===== src/hdl/fsqm_pkg.sv =====
// ----------------------------------------------------------------------------
// fsqm_pkg
// Shared types and constants of the frame slot queue manager.
// ----------------------------------------------------------------------------
package fsqm_pkg;

    localparam int SLOTS      = 8;
    localparam int SLOT_W     = $clog2(SLOTS);
    localparam int CNT_W      = $clog2(SLOTS + 1);
    localparam int LEN_W      = 23;
    localparam int SEQ_W      = 32;
    localparam int SEL_W      = 3;
    localparam int IDX_OUT_W  = 3;
    localparam int DROP_W     = 4;
    localparam int CFG_IDX_W  = 2;
    localparam int IN_DATA_W  = 32;
    localparam int IN_USER_W  = 2;
    localparam int OUT_DATA_W = 200;
    localparam int OUT_USER_W = 3;
    localparam int OUT_PAD_W  = 2;

    localparam logic [LEN_W-1:0] MIN_FRAME_BYTES = 23'd4;
    localparam logic [LEN_W-1:0] CAP_RESET       = 23'h400000;

    localparam logic [CFG_IDX_W-1:0] CFG_CAPACITY = 2'd0;
    localparam logic [CFG_IDX_W-1:0] CFG_LATEST   = 2'd1;

    typedef enum logic [1:0] {
        ACT_BEGIN   = 2'd0,
        ACT_END     = 2'd1,
        ACT_TAKE    = 2'd2,
        ACT_RELEASE = 2'd3
    } t_action;

    typedef enum logic [1:0] {
        ST_FREE     = 2'd0,
        ST_WRITING  = 2'd1,
        ST_PENDING  = 2'd2,
        ST_DECODING = 2'd3
    } t_slot_st;

    typedef enum logic [2:0] {
        RES_OK           = 3'd0,
        RES_REJECT       = 3'd1,
        RES_NO_SLOT      = 3'd2,
        RES_NONE_PENDING = 3'd3,
        RES_WRONG_STATE  = 3'd4
    } t_result;

    typedef struct packed {
        logic              load;
        logic              scan_clr;
        logic              scan_rd;
        logic [SLOT_W-1:0] scan_addr;
        logic              apply;
    } t_dp_cmd;

    typedef struct packed {
        logic need_scan;
    } t_dp_sts;

endpackage


===== src/hdl/fsqm_ctrl.sv =====
// ----------------------------------------------------------------------------
// fsqm_ctrl
// Sequencer of the frame slot queue manager: accepts one action, runs the
// pending-slot search when needed and hands the result to the output register.
// ----------------------------------------------------------------------------
module fsqm_ctrl (
    input  logic              i_clk,
    input  logic              i_rst_n,
    input  logic              i_s_axis_tvalid,
    output logic              o_s_axis_tready,
    output logic              o_m_axis_tvalid,
    input  logic              i_m_axis_tready,
    output fsqm_pkg::t_dp_cmd o_cmd,
    input  fsqm_pkg::t_dp_sts i_sts
);
    import fsqm_pkg::*;

    typedef enum logic [4:0] {
        S_IDLE   = 5'b00001,
        S_READ   = 5'b00010,
        S_SCAN   = 5'b00100,
        S_FINISH = 5'b01000,
        S_APPLY  = 5'b10000
    } t_state;

    t_state            r_state;
    t_state            n_state;
    logic [SLOT_W-1:0] r_cnt;
    logic [SLOT_W-1:0] n_cnt;
    logic              r_out_vld;
    logic              n_out_vld;
    logic              w_out_free;

    assign w_out_free      = !r_out_vld || i_m_axis_tready;
    assign o_s_axis_tready = (r_state == S_IDLE);
    assign o_m_axis_tvalid = r_out_vld;

    always_comb begin
        n_state         = r_state;
        n_cnt           = r_cnt;
        o_cmd           = '0;
        o_cmd.scan_addr = r_cnt;
        case (r_state)
            S_IDLE: begin
                if (i_s_axis_tvalid) begin
                    o_cmd.load = 1'b1;
                    n_state    = S_READ;
                end
            end
            S_READ: begin
                o_cmd.scan_clr = 1'b1;
                n_cnt          = '0;
                if (i_sts.need_scan) begin
                    n_state = S_SCAN;
                end else begin
                    n_state = S_APPLY;
                end
            end
            S_SCAN: begin
                o_cmd.scan_rd = 1'b1;
                if (r_cnt == SLOT_W'(SLOTS - 1)) begin
                    n_state = S_FINISH;
                end else begin
                    n_cnt = r_cnt + 1'b1;
                end
            end
            S_FINISH: begin
                n_state = S_APPLY;
            end
            S_APPLY: begin
                if (w_out_free) begin
                    o_cmd.apply = 1'b1;
                    n_state     = S_IDLE;
                end
            end
            default: begin
                n_state = S_IDLE;
            end
        endcase
    end

    always_comb begin
        n_out_vld = r_out_vld;
        if (o_cmd.apply) begin
            n_out_vld = 1'b1;
        end else if (i_m_axis_tready) begin
            n_out_vld = 1'b0;
        end
    end

    always_ff @(posedge i_clk) begin
        if (!i_rst_n) begin
            r_state   <= S_IDLE;
            r_cnt     <= '0;
            r_out_vld <= 1'b0;
        end else begin
            r_state   <= n_state;
            r_cnt     <= n_cnt;
            r_out_vld <= n_out_vld;
        end
    end

endmodule


===== src/hdl/fsqm_datapath.sv =====
// ----------------------------------------------------------------------------
// fsqm_datapath
// Slot states, slot sequence and length memory, pending-slot search, totals,
// configuration registers and the result register.
// ----------------------------------------------------------------------------
module fsqm_datapath (
    input  logic                                i_clk,
    input  logic                                i_rst_n,
    input  fsqm_pkg::t_dp_cmd                   i_cmd,
    output fsqm_pkg::t_dp_sts                   o_sts,
    input  logic [fsqm_pkg::IN_DATA_W-1:0]      i_in_data,
    input  logic [fsqm_pkg::IN_USER_W-1:0]      i_in_user,
    input  logic                                i_cfg_wr,
    input  logic [fsqm_pkg::CFG_IDX_W-1:0]      i_cfg_index,
    input  logic [fsqm_pkg::LEN_W-1:0]          i_cfg_data,
    output logic [fsqm_pkg::OUT_DATA_W-1:0]     o_out_data,
    output logic [fsqm_pkg::OUT_USER_W-1:0]     o_out_user
);
    import fsqm_pkg::*;

    localparam int MEM_W = SEQ_W + LEN_W;

    logic [LEN_W-1:0]  r_cap;
    logic              r_latest;

    t_action           r_act;
    logic              r_present;
    logic [LEN_W-1:0]  r_len;
    logic [SEL_W-1:0]  r_sel;
    logic              r_ok;

    t_slot_st          r_st [SLOTS];
    t_slot_st          n_st [SLOTS];
    logic [MEM_W-1:0]  r_mem [SLOTS];

    logic [MEM_W-1:0]  r_rd_data;
    logic [SLOT_W-1:0] r_rd_idx;
    logic              r_cmp_vld;

    logic              r_best_vld;
    logic [SLOT_W-1:0] r_best_idx;
    logic [SEQ_W-1:0]  r_best_seq;
    logic [LEN_W-1:0]  r_best_len;

    logic [CNT_W-1:0]  r_pend;
    logic [CNT_W-1:0]  n_pend;
    logic [CNT_W-1:0]  r_peak;
    logic [CNT_W-1:0]  n_peak;
    logic [SEQ_W-1:0]  r_pub;
    logic [SEQ_W-1:0]  n_pub;
    logic [SEQ_W-1:0]  r_drop;
    logic [SEQ_W-1:0]  n_drop;
    logic [SEQ_W-1:0]  r_dec;
    logic [SEQ_W-1:0]  n_dec;
    logic [SEQ_W-1:0]  r_fail;
    logic [SEQ_W-1:0]  n_fail;

    logic [SLOTS-1:0]  w_pend_mask;
    logic              w_pend_any;
    logic              w_free_any;
    logic [SLOT_W-1:0] w_free_idx;
    logic              w_sel_ok;
    logic [SLOT_W-1:0] w_sel_idx;
    logic              w_reject;
    logic [SLOT_W-1:0] w_rd_addr;
    logic [SEQ_W-1:0]  w_rd_seq;
    logic [LEN_W-1:0]  w_rd_len;
    logic              w_better;
    logic              w_take_cand;
    t_slot_st          w_need;
    logic [SLOT_W-1:0] w_pick;

    t_result           w_res_status;
    logic [SLOT_W-1:0] w_res_idx;
    logic [SEQ_W-1:0]  w_res_seq;
    logic [LEN_W-1:0]  w_res_len;
    logic [CNT_W-1:0]  w_res_drops;
    logic              w_mem_we;
    logic [SLOT_W-1:0] w_mem_addr;
    logic [MEM_W-1:0]  w_mem_wdata;

    always_comb begin
        w_free_any = 1'b0;
        w_free_idx = '0;
        for (int i = SLOTS - 1; i >= 0; i--) begin
            w_pend_mask[i] = (r_st[i] == ST_PENDING);
            if (r_st[i] == ST_FREE) begin
                w_free_any = 1'b1;
                w_free_idx = SLOT_W'(i);
            end
        end
    end

    assign w_pend_any = |w_pend_mask;
    assign w_sel_ok   = (32'(r_sel) < SLOTS);
    assign w_sel_idx  = SLOT_W'(r_sel);
    assign w_reject   = !r_present || (r_len > r_cap) || (r_len < MIN_FRAME_BYTES);

    assign o_sts.need_scan = ((r_act == ACT_BEGIN) && !w_reject && !w_free_any && w_pend_any)
                          || ((r_act == ACT_TAKE) && w_pend_any);

    assign w_rd_addr = i_cmd.scan_rd ? i_cmd.scan_addr : w_sel_idx;
    assign w_rd_seq  = r_rd_data[MEM_W-1:LEN_W];
    assign w_rd_len  = r_rd_data[LEN_W-1:0];

    // A later slot replaces the candidate only on a strict win, so ties keep the lower index.
    // Only a take in latest mode looks for the newest frame; an overwrite always evicts
    // the oldest one.
    assign w_better    = !r_best_vld || ((r_latest && (r_act == ACT_TAKE))
                                         ? (w_rd_seq > r_best_seq)
                                         : (w_rd_seq < r_best_seq));
    assign w_take_cand = r_cmp_vld && (r_st[r_rd_idx] == ST_PENDING) && w_better;

    assign w_need = (r_act == ACT_END) ? ST_WRITING : ST_DECODING;
    assign w_pick = w_free_any ? w_free_idx : r_best_idx;

    always_comb begin
        n_st         = r_st;
        n_pend       = r_pend;
        n_peak       = r_peak;
        n_pub        = r_pub;
        n_drop       = r_drop;
        n_dec        = r_dec;
        n_fail       = r_fail;
        w_res_status = RES_OK;
        w_res_idx    = '0;
        w_res_seq    = '0;
        w_res_len    = '0;
        w_res_drops  = '0;
        w_mem_we     = 1'b0;
        w_mem_addr   = w_pick;
        w_mem_wdata  = '0;
        case (r_act)
            ACT_BEGIN: begin
                n_pub = r_pub + 1'b1;
                if (w_reject) begin
                    w_res_status = RES_REJECT;
                    w_res_drops  = CNT_W'(1);
                    n_drop       = r_drop + 1'b1;
                end else if (!w_free_any && !w_pend_any) begin
                    w_res_status = RES_NO_SLOT;
                    w_res_drops  = CNT_W'(1);
                    n_drop       = r_drop + 1'b1;
                end else begin
                    if (!w_free_any) begin
                        n_pend      = r_pend - 1'b1;
                        w_res_drops = CNT_W'(1);
                        n_drop      = r_drop + 1'b1;
                    end
                    n_st[w_pick] = ST_WRITING;
                    w_mem_we     = 1'b1;
                    w_mem_wdata  = {n_pub, r_len};
                    w_res_idx    = w_pick;
                    w_res_seq    = n_pub;
                    w_res_len    = r_len;
                end
            end
            ACT_END, ACT_RELEASE: begin
                if (!w_sel_ok || (r_st[w_sel_idx] != w_need)) begin
                    w_res_status = RES_WRONG_STATE;
                end else begin
                    w_res_idx = w_sel_idx;
                    w_res_seq = w_rd_seq;
                    w_res_len = w_rd_len;
                    if (r_act == ACT_END) begin
                        n_st[w_sel_idx] = ST_PENDING;
                        n_pend          = r_pend + 1'b1;
                        if (n_pend > r_peak) begin
                            n_peak = n_pend;
                        end
                    end else begin
                        n_st[w_sel_idx] = ST_FREE;
                        if (r_ok) begin
                            n_dec = r_dec + 1'b1;
                        end else begin
                            n_fail = r_fail + 1'b1;
                        end
                    end
                end
            end
            ACT_TAKE: begin
                if (!w_pend_any) begin
                    w_res_status = RES_NONE_PENDING;
                end else begin
                    if (r_latest) begin
                        for (int i = 0; i < SLOTS; i++) begin
                            if (w_pend_mask[i]) begin
                                n_st[i] = ST_FREE;
                            end
                        end
                        w_res_drops = r_pend - 1'b1;
                        n_drop      = r_drop + SEQ_W'(w_res_drops);
                        n_pend      = '0;
                    end else begin
                        n_pend = r_pend - 1'b1;
                    end
                    n_st[r_best_idx] = ST_DECODING;
                    w_res_idx        = r_best_idx;
                    w_res_seq        = r_best_seq;
                    w_res_len        = r_best_len;
                end
            end
            default: begin
                w_res_status = RES_WRONG_STATE;
            end
        endcase
    end

    always_ff @(posedge i_clk) begin
        if (i_cmd.apply && w_mem_we) begin
            r_mem[w_mem_addr] <= w_mem_wdata;
        end
        r_rd_data <= r_mem[w_rd_addr];
    end

    always_ff @(posedge i_clk) begin
        r_rd_idx <= i_cmd.scan_addr;
        if (i_cmd.load) begin
            r_act     <= t_action'(i_in_user);
            r_present <= i_in_data[0];
            r_len     <= i_in_data[LEN_W:1];
            r_sel     <= i_in_data[LEN_W+SEL_W:LEN_W+1];
            r_ok      <= i_in_data[LEN_W+SEL_W+1];
        end
        if (w_take_cand) begin
            r_best_idx <= r_rd_idx;
            r_best_seq <= w_rd_seq;
            r_best_len <= w_rd_len;
        end
        if (i_cmd.apply) begin
            o_out_user <= w_res_status;
            o_out_data <= {{OUT_PAD_W{1'b0}}, n_fail, n_dec, n_drop, n_pub,
                           DROP_W'(n_peak), DROP_W'(n_pend), DROP_W'(w_res_drops),
                           w_res_len, w_res_seq, IDX_OUT_W'(w_res_idx)};
        end
    end

    always_ff @(posedge i_clk) begin
        if (!i_rst_n) begin
            r_cap      <= CAP_RESET;
            r_latest   <= 1'b0;
            r_cmp_vld  <= 1'b0;
            r_best_vld <= 1'b0;
            r_pend     <= '0;
            r_peak     <= '0;
            r_pub      <= '0;
            r_drop     <= '0;
            r_dec      <= '0;
            r_fail     <= '0;
            for (int i = 0; i < SLOTS; i++) begin
                r_st[i] <= ST_FREE;
            end
        end else begin
            if (i_cfg_wr) begin
                case (i_cfg_index)
                    CFG_CAPACITY: r_cap <= i_cfg_data;
                    CFG_LATEST:   r_latest <= i_cfg_data[0];
                    default:      ;
                endcase
            end
            r_cmp_vld <= i_cmd.scan_rd;
            if (i_cmd.scan_clr) begin
                r_best_vld <= 1'b0;
            end else if (w_take_cand) begin
                r_best_vld <= 1'b1;
            end
            if (i_cmd.apply) begin
                r_st   <= n_st;
                r_pend <= n_pend;
                r_peak <= n_peak;
                r_pub  <= n_pub;
                r_drop <= n_drop;
                r_dec  <= n_dec;
                r_fail <= n_fail;
            end
        end
    end

endmodule


===== src/hdl/frame_slot_queue_manager.sv =====
// ----------------------------------------------------------------------------
// frame_slot_queue_manager
// Pool of frame slots between a frame producer and one decoder. Each input
// transaction is one action (begin publish, end publish, take, release) and
// produces exactly one result transaction. An action that needs no search
// is loaded, read and then applied once the result register is free. A begin
// publish that must overwrite the oldest pending slot, and every take with
// something pending, first searches the slot sequence memory one entry per
// cycle. The configuration port is always ready; it is to be written only
// while idle, which the block itself does not enforce.
// ----------------------------------------------------------------------------
module frame_slot_queue_manager (
    input  logic                            i_clk,
    input  logic                            i_rst_n,
    input  logic                            i_s_axis_tvalid,
    output logic                            o_s_axis_tready,
    // frame_present, frame_length, slot_select, decode_ok, zero padding
    input  logic [fsqm_pkg::IN_DATA_W-1:0]  i_s_axis_tdata,
    // action
    input  logic [fsqm_pkg::IN_USER_W-1:0]  i_s_axis_tuser,
    output logic                            o_m_axis_tvalid,
    input  logic                            i_m_axis_tready,
    // slot_index, sequence_res, length_out, dropped_now, pending_now,
    // peak_pending_out, published_total, dropped_total, decoded_total,
    // failed_total, zero padding
    output logic [fsqm_pkg::OUT_DATA_W-1:0] o_m_axis_tdata,
    // status
    output logic [fsqm_pkg::OUT_USER_W-1:0] o_m_axis_tuser,
    input  logic                            i_cfg_valid,
    output logic                            o_cfg_ready,
    input  logic [fsqm_pkg::CFG_IDX_W-1:0]  i_cfg_index,
    input  logic [fsqm_pkg::LEN_W-1:0]      i_cfg_data
);
    import fsqm_pkg::*;

    t_dp_cmd w_cmd;
    t_dp_sts w_sts;

    assign o_cfg_ready = 1'b1;

    fsqm_ctrl u_ctrl (
        .i_clk           (i_clk),
        .i_rst_n         (i_rst_n),
        .i_s_axis_tvalid (i_s_axis_tvalid),
        .o_s_axis_tready (o_s_axis_tready),
        .o_m_axis_tvalid (o_m_axis_tvalid),
        .i_m_axis_tready (i_m_axis_tready),
        .o_cmd           (w_cmd),
        .i_sts           (w_sts)
    );

    fsqm_datapath u_datapath (
        .i_clk       (i_clk),
        .i_rst_n     (i_rst_n),
        .i_cmd       (w_cmd),
        .o_sts       (w_sts),
        .i_in_data   (i_s_axis_tdata),
        .i_in_user   (i_s_axis_tuser),
        .i_cfg_wr    (i_cfg_valid && o_cfg_ready),
        .i_cfg_index (i_cfg_index),
        .i_cfg_data  (i_cfg_data),
        .o_out_data  (o_m_axis_tdata),
        .o_out_user  (o_m_axis_tuser)
    );

`ifndef SYNTHESIS
    a_one_action_at_a_time: assert property (@(posedge i_clk) disable iff (!i_rst_n)
        (i_s_axis_tvalid && o_s_axis_tready) |=> !o_s_axis_tready)
        else $error("Input accepted again while an action is in progress.");

    a_apply_into_free_output: assert property (@(posedge i_clk) disable iff (!i_rst_n)
        w_cmd.apply |-> (!o_m_axis_tvalid || i_m_axis_tready))
        else $error("Result written over an untaken result.");

    a_apply_gives_result: assert property (@(posedge i_clk) disable iff (!i_rst_n)
        w_cmd.apply |=> o_m_axis_tvalid)
        else $error("Completed action did not present a result.");

    a_exclusive_commands: assert property (@(posedge i_clk) disable iff (!i_rst_n)
        $onehot0({w_cmd.load, w_cmd.scan_rd, w_cmd.apply, w_cmd.scan_clr}))
        else $error("Conflicting datapath commands.");
`endif

endmodule


===== config.mk =====
export PLATFORM = sky130hd
export DESIGN_NAME = frame_slot_queue_manager
export DESIGN_NICKNAME = d
export VERILOG_FILES = /design/src/hdl/fsqm_pkg.sv /design/src/hdl/fsqm_ctrl.sv /design/src/hdl/fsqm_datapath.sv /design/src/hdl/frame_slot_queue_manager.sv
export SDC_FILE = /design/constraint.sdc
export NUM_CORES = 2
export LEC_CHECK = 0
export ABC_AREA = 1
export BUFFER_PORTS_ARGS = -buffer_cell sky130_fd_sc_hd__buf_2
export CAP_MARGIN = 20
export CORE_ASPECT_RATIO = 1.25
export CORE_MARGIN = 2
export CORE_UTILIZATION = 50
export CTS_CLUSTER_DIAMETER = 50
export DETAILED_ROUTE_END_ITERATION = 8
export PLACE_DENSITY = 0.68
export SKIP_CTS_REPAIR_TIMING = 1
export SLEW_MARGIN = 10
export SYNTH_ARGS = -nofsm -noshare
export SYNTH_HDL_FRONTEND = slang
export SYNTH_SLANG_ARGS = --single-unit

===== constraint.sdc =====
create_clock -name i_clk -period 14.8 [get_ports i_clk]
set_input_delay 2.96 -clock i_clk [delete_from_list [all_inputs] [get_ports i_clk]]
set_output_delay 2.96 -clock i_clk [all_outputs]
set_load 0.02 [all_outputs]

==> flow_metrics.tcl <==
set metrics [dict create \
    period_share_pct 36.9 \
    combPwrFrac_pct 13.0 \
    die_h_um 339 \
    power.leakage_nw 20.4 \
    p_clk_share_pct 39.4 \
    ios 270 \
    synth_warnings 0 \
    initial_core_util_pct 50.5 \
    cp.required_ps 15080 \
    fin_tns_setup_ps 0 \
    yosys-top-cells-area "edfxtp_1, dfxtp_1, nand2_1" \
    overflow 0 \
    ir_drop_v 0.000121 \
    drc 0 \
    rsz0062_at_grt "no" \
    drt_iter0_drc 2985 \
    cp_max_fo 57 \
    syn_area_sq_mm 0.0448 \
    synthArstFlopShare_pct 0 \
    grt_pass1_wl_um 179000 \
    wl_um 118000 \
    wl_per_cell_um 18.9 \
    seqPwrFrac_pct 47.6 \
    port_buffers 262 \
    cts_max_level 3 \
    cp.arrival_ps 5740 \
    vias 34500 \
    die_x_um 272 \
    syn_inst 4778 \
    startpoint_type "flip-flop" \
    power.switching_mw 1.80 \
    intPower_mw 4.78 \
    cts_made_buffers 104 \
    fin_nets 5094 \
    slew-limit-headroom_pct 28.4 \
    antenna_found_initial 3 \
    first_pass_iters 8 \
    ys_types 51 \
    ys.flop_type "edfxtp_1" \
    hold_class "reg2reg" \
    core-area_sq_mm 0.0887 \
    cp-end-kind "flip-flop" \
    synth_top_area_share_pct 48.9 \
    clk_pin_slew_worst_paths_ps 60 \
    layout_common_cells "nand2_1, edfxtp_1, nor2_1" \
    fin_skew_ps 43.7 \
    synth_edf_count 729 \
    avgSynthCellArea_sq_um 9.37 \
    place_ws_ps 8930 \
    synth_seq_area_share_pct 59.8 \
    fillerInstances 7638 \
    multi_input_area_sq_mm 0.0153 \
    maxCapViolations 0 \
    p_per_area_mw_per_mm2 130 \
    die-area_sq_mm 0.0920 \
    rows 122 \
    clk_path_buf_depth 3 \
    drv_slew 0 \
    dp_hpwl_um 71800 \
    clock_sinks 974 \
    yosysTopAreaCell "edfxtp_1" \
    clk_latency_ps 690 \
    period_needed_ps 5460 \
    worst_slew_pin_slew_ps 1070 \
    fmax_mhz 183 \
    synth-seq-cells 974 \
    postRouteAntennaNets 0 \
    vias_per_cell 5.54 \
    routabilityCongestion 0.957 \
    final_common_cell "nand2_1" \
    swShare_pct 27.3 \
    crit_type "reg2reg" \
    grt_use_total_pct 24.8 \
    status "completed" \
    grt_max_degree 222 \
    root_buffer "clkbuf_16" \
    setup_slack_ps 9340 \
    finalHoldViolations 0 \
    syn_to_final_growth_pct 13.1 \
    drive_above_1_share_pct 11.4 \
    regArea_sq_mm 0.0268 \
    setup_viol 0 \
    cts_tree "built" \
    first_global_vias 32000 \
]
==> cell families (layout without fill, tap and decap cells) <==
group	Yosys count	in the layout	share of synthesized area, %
and+or+nand+nor	1951	1951	18.0
DFF	974	974	59.8
buffers and inverters	736	1007	6.34
muxes	55	55	1.38
xor gates and xnor gates	58	58	1.13
other	2	4	0.0168
AOI/OAI and AO/OA	930	930	11.2
adders and majority gates	72	72	2.03
==> final timing paths <==
path	startpoint	end	slack (ps)	cells past startpoint
worst max-delay path	u_datapath.r_cap[22]	u_datapath.r_mem[3][43]	9340	15
worst min-delay path	u_ctrl.r_cnt[2]	u_datapath.r_rd_idx[2]	400	0
worst max register to register	u_datapath.r_cap[22]	u_datapath.r_mem[3][43]	9340	15
worst min register to register	u_ctrl.r_cnt[2]	u_datapath.r_rd_idx[2]	400	0
==> metal layers <==
metal	share of wire [%]	global-route usage, %
met1	42	32.6
met2	49	41.9
met3	6.3	3.04
met4	3.2	9.68
met5	0.014	0
==> layout make-up <==
type	count	area share, %
antenna	1	0.00494
clock inverter	69	1.45
tap	1178	2.91
timing repair buffer	301	3.34
multi-input combinational	3069	30.2
inverter	508	3.79
sequential	974	52.9
clock buffer	129	5.40
==> state kept, by name, summed over array words and instances (netlist names), 2 cells and up <==
name	flops
u_datapath.r_best_seq	32
u_datapath.r_peak	4
u_datapath.r_fail	32
u_datapath.r_act	2
u_datapath.r_mem	440
u_datapath.o_out_data	198
u_datapath.r_st	16
u_datapath.r_len	23
u_datapath.r_rd_idx	3
u_datapath.o_out_user	3
u_datapath.r_best_len	23
u_datapath.r_dec	32
u_datapath.r_drop	32
u_ctrl.r_cnt	3
u_ctrl.r_state	5
u_datapath.r_cap	23
u_datapath.r_best_idx	3
u_datapath.r_rd_data	55
u_datapath.r_sel	3
u_datapath.r_pend	4
u_datapath.r_pub	32
==> per-stage QoR <==
step           instance area (sq um)  cells  hold WS (ps)  utilization, %  power (mW)
6_report                       50600   6229           399            57.1        6.58
5_1_grt                        50600   6229           414            57.1        6.83
4_1_cts                        50600   6226           405            57.0        6.62
3_5_place_dp                   47100   6028           384            53.1        4.03
3_3_place_gp                   47100   6027           382            53.1        4.01
2_1_floorplan                  44800   4779           367               -        3.76
==> critical path: stages (launching register included) <==
cell and delay, ps:
dfxtp_1 300, inv_1 220, ha_1 300, a21oi_1 130
o21ai_0 140, nor2_1 290, nand3_1 290, nand2_1 620
nand2_1 140, nor2_1 310, inv_1 90, buf_4 310
nor2_1 300, nand2_1 470, nor2_4 220, buf_4 840
==> Yosys cell counts, types with 52 or more instances <==
| master | number |
|---|---|
| o22ai_1 | 112 |
| edfxtp_1 | 729 |
| o21ai_1 | 52 |
| o21ai_0 | 476 |
| nor2_1 | 535 |
| clkbuf_1 | 168 |
| ha_1 | 71 |
| nand2_1 | 971 |
| mux2_2 | 55 |
| dfxtp_1 | 245 |
| nand4_1 | 65 |
| xor2_1 | 52 |
| inv_1 | 500 |
| a21oi_1 | 195 |
| a22oi_1 | 59 |
| nand3_1 | 295 |
==> power groups by stage <==
stage,combinational (mW),clock [mW],sequential (mW)
floorplan,0.599,0,3.16
global placement,0.828,0,3.18
detailed placement,0.845,0,3.19
CTS,0.850,2.64,3.13
global route,0.948,2.75,3.14
finish,0.858,2.59,3.13
No activity file was read; power rests on OpenSTA's default activity.
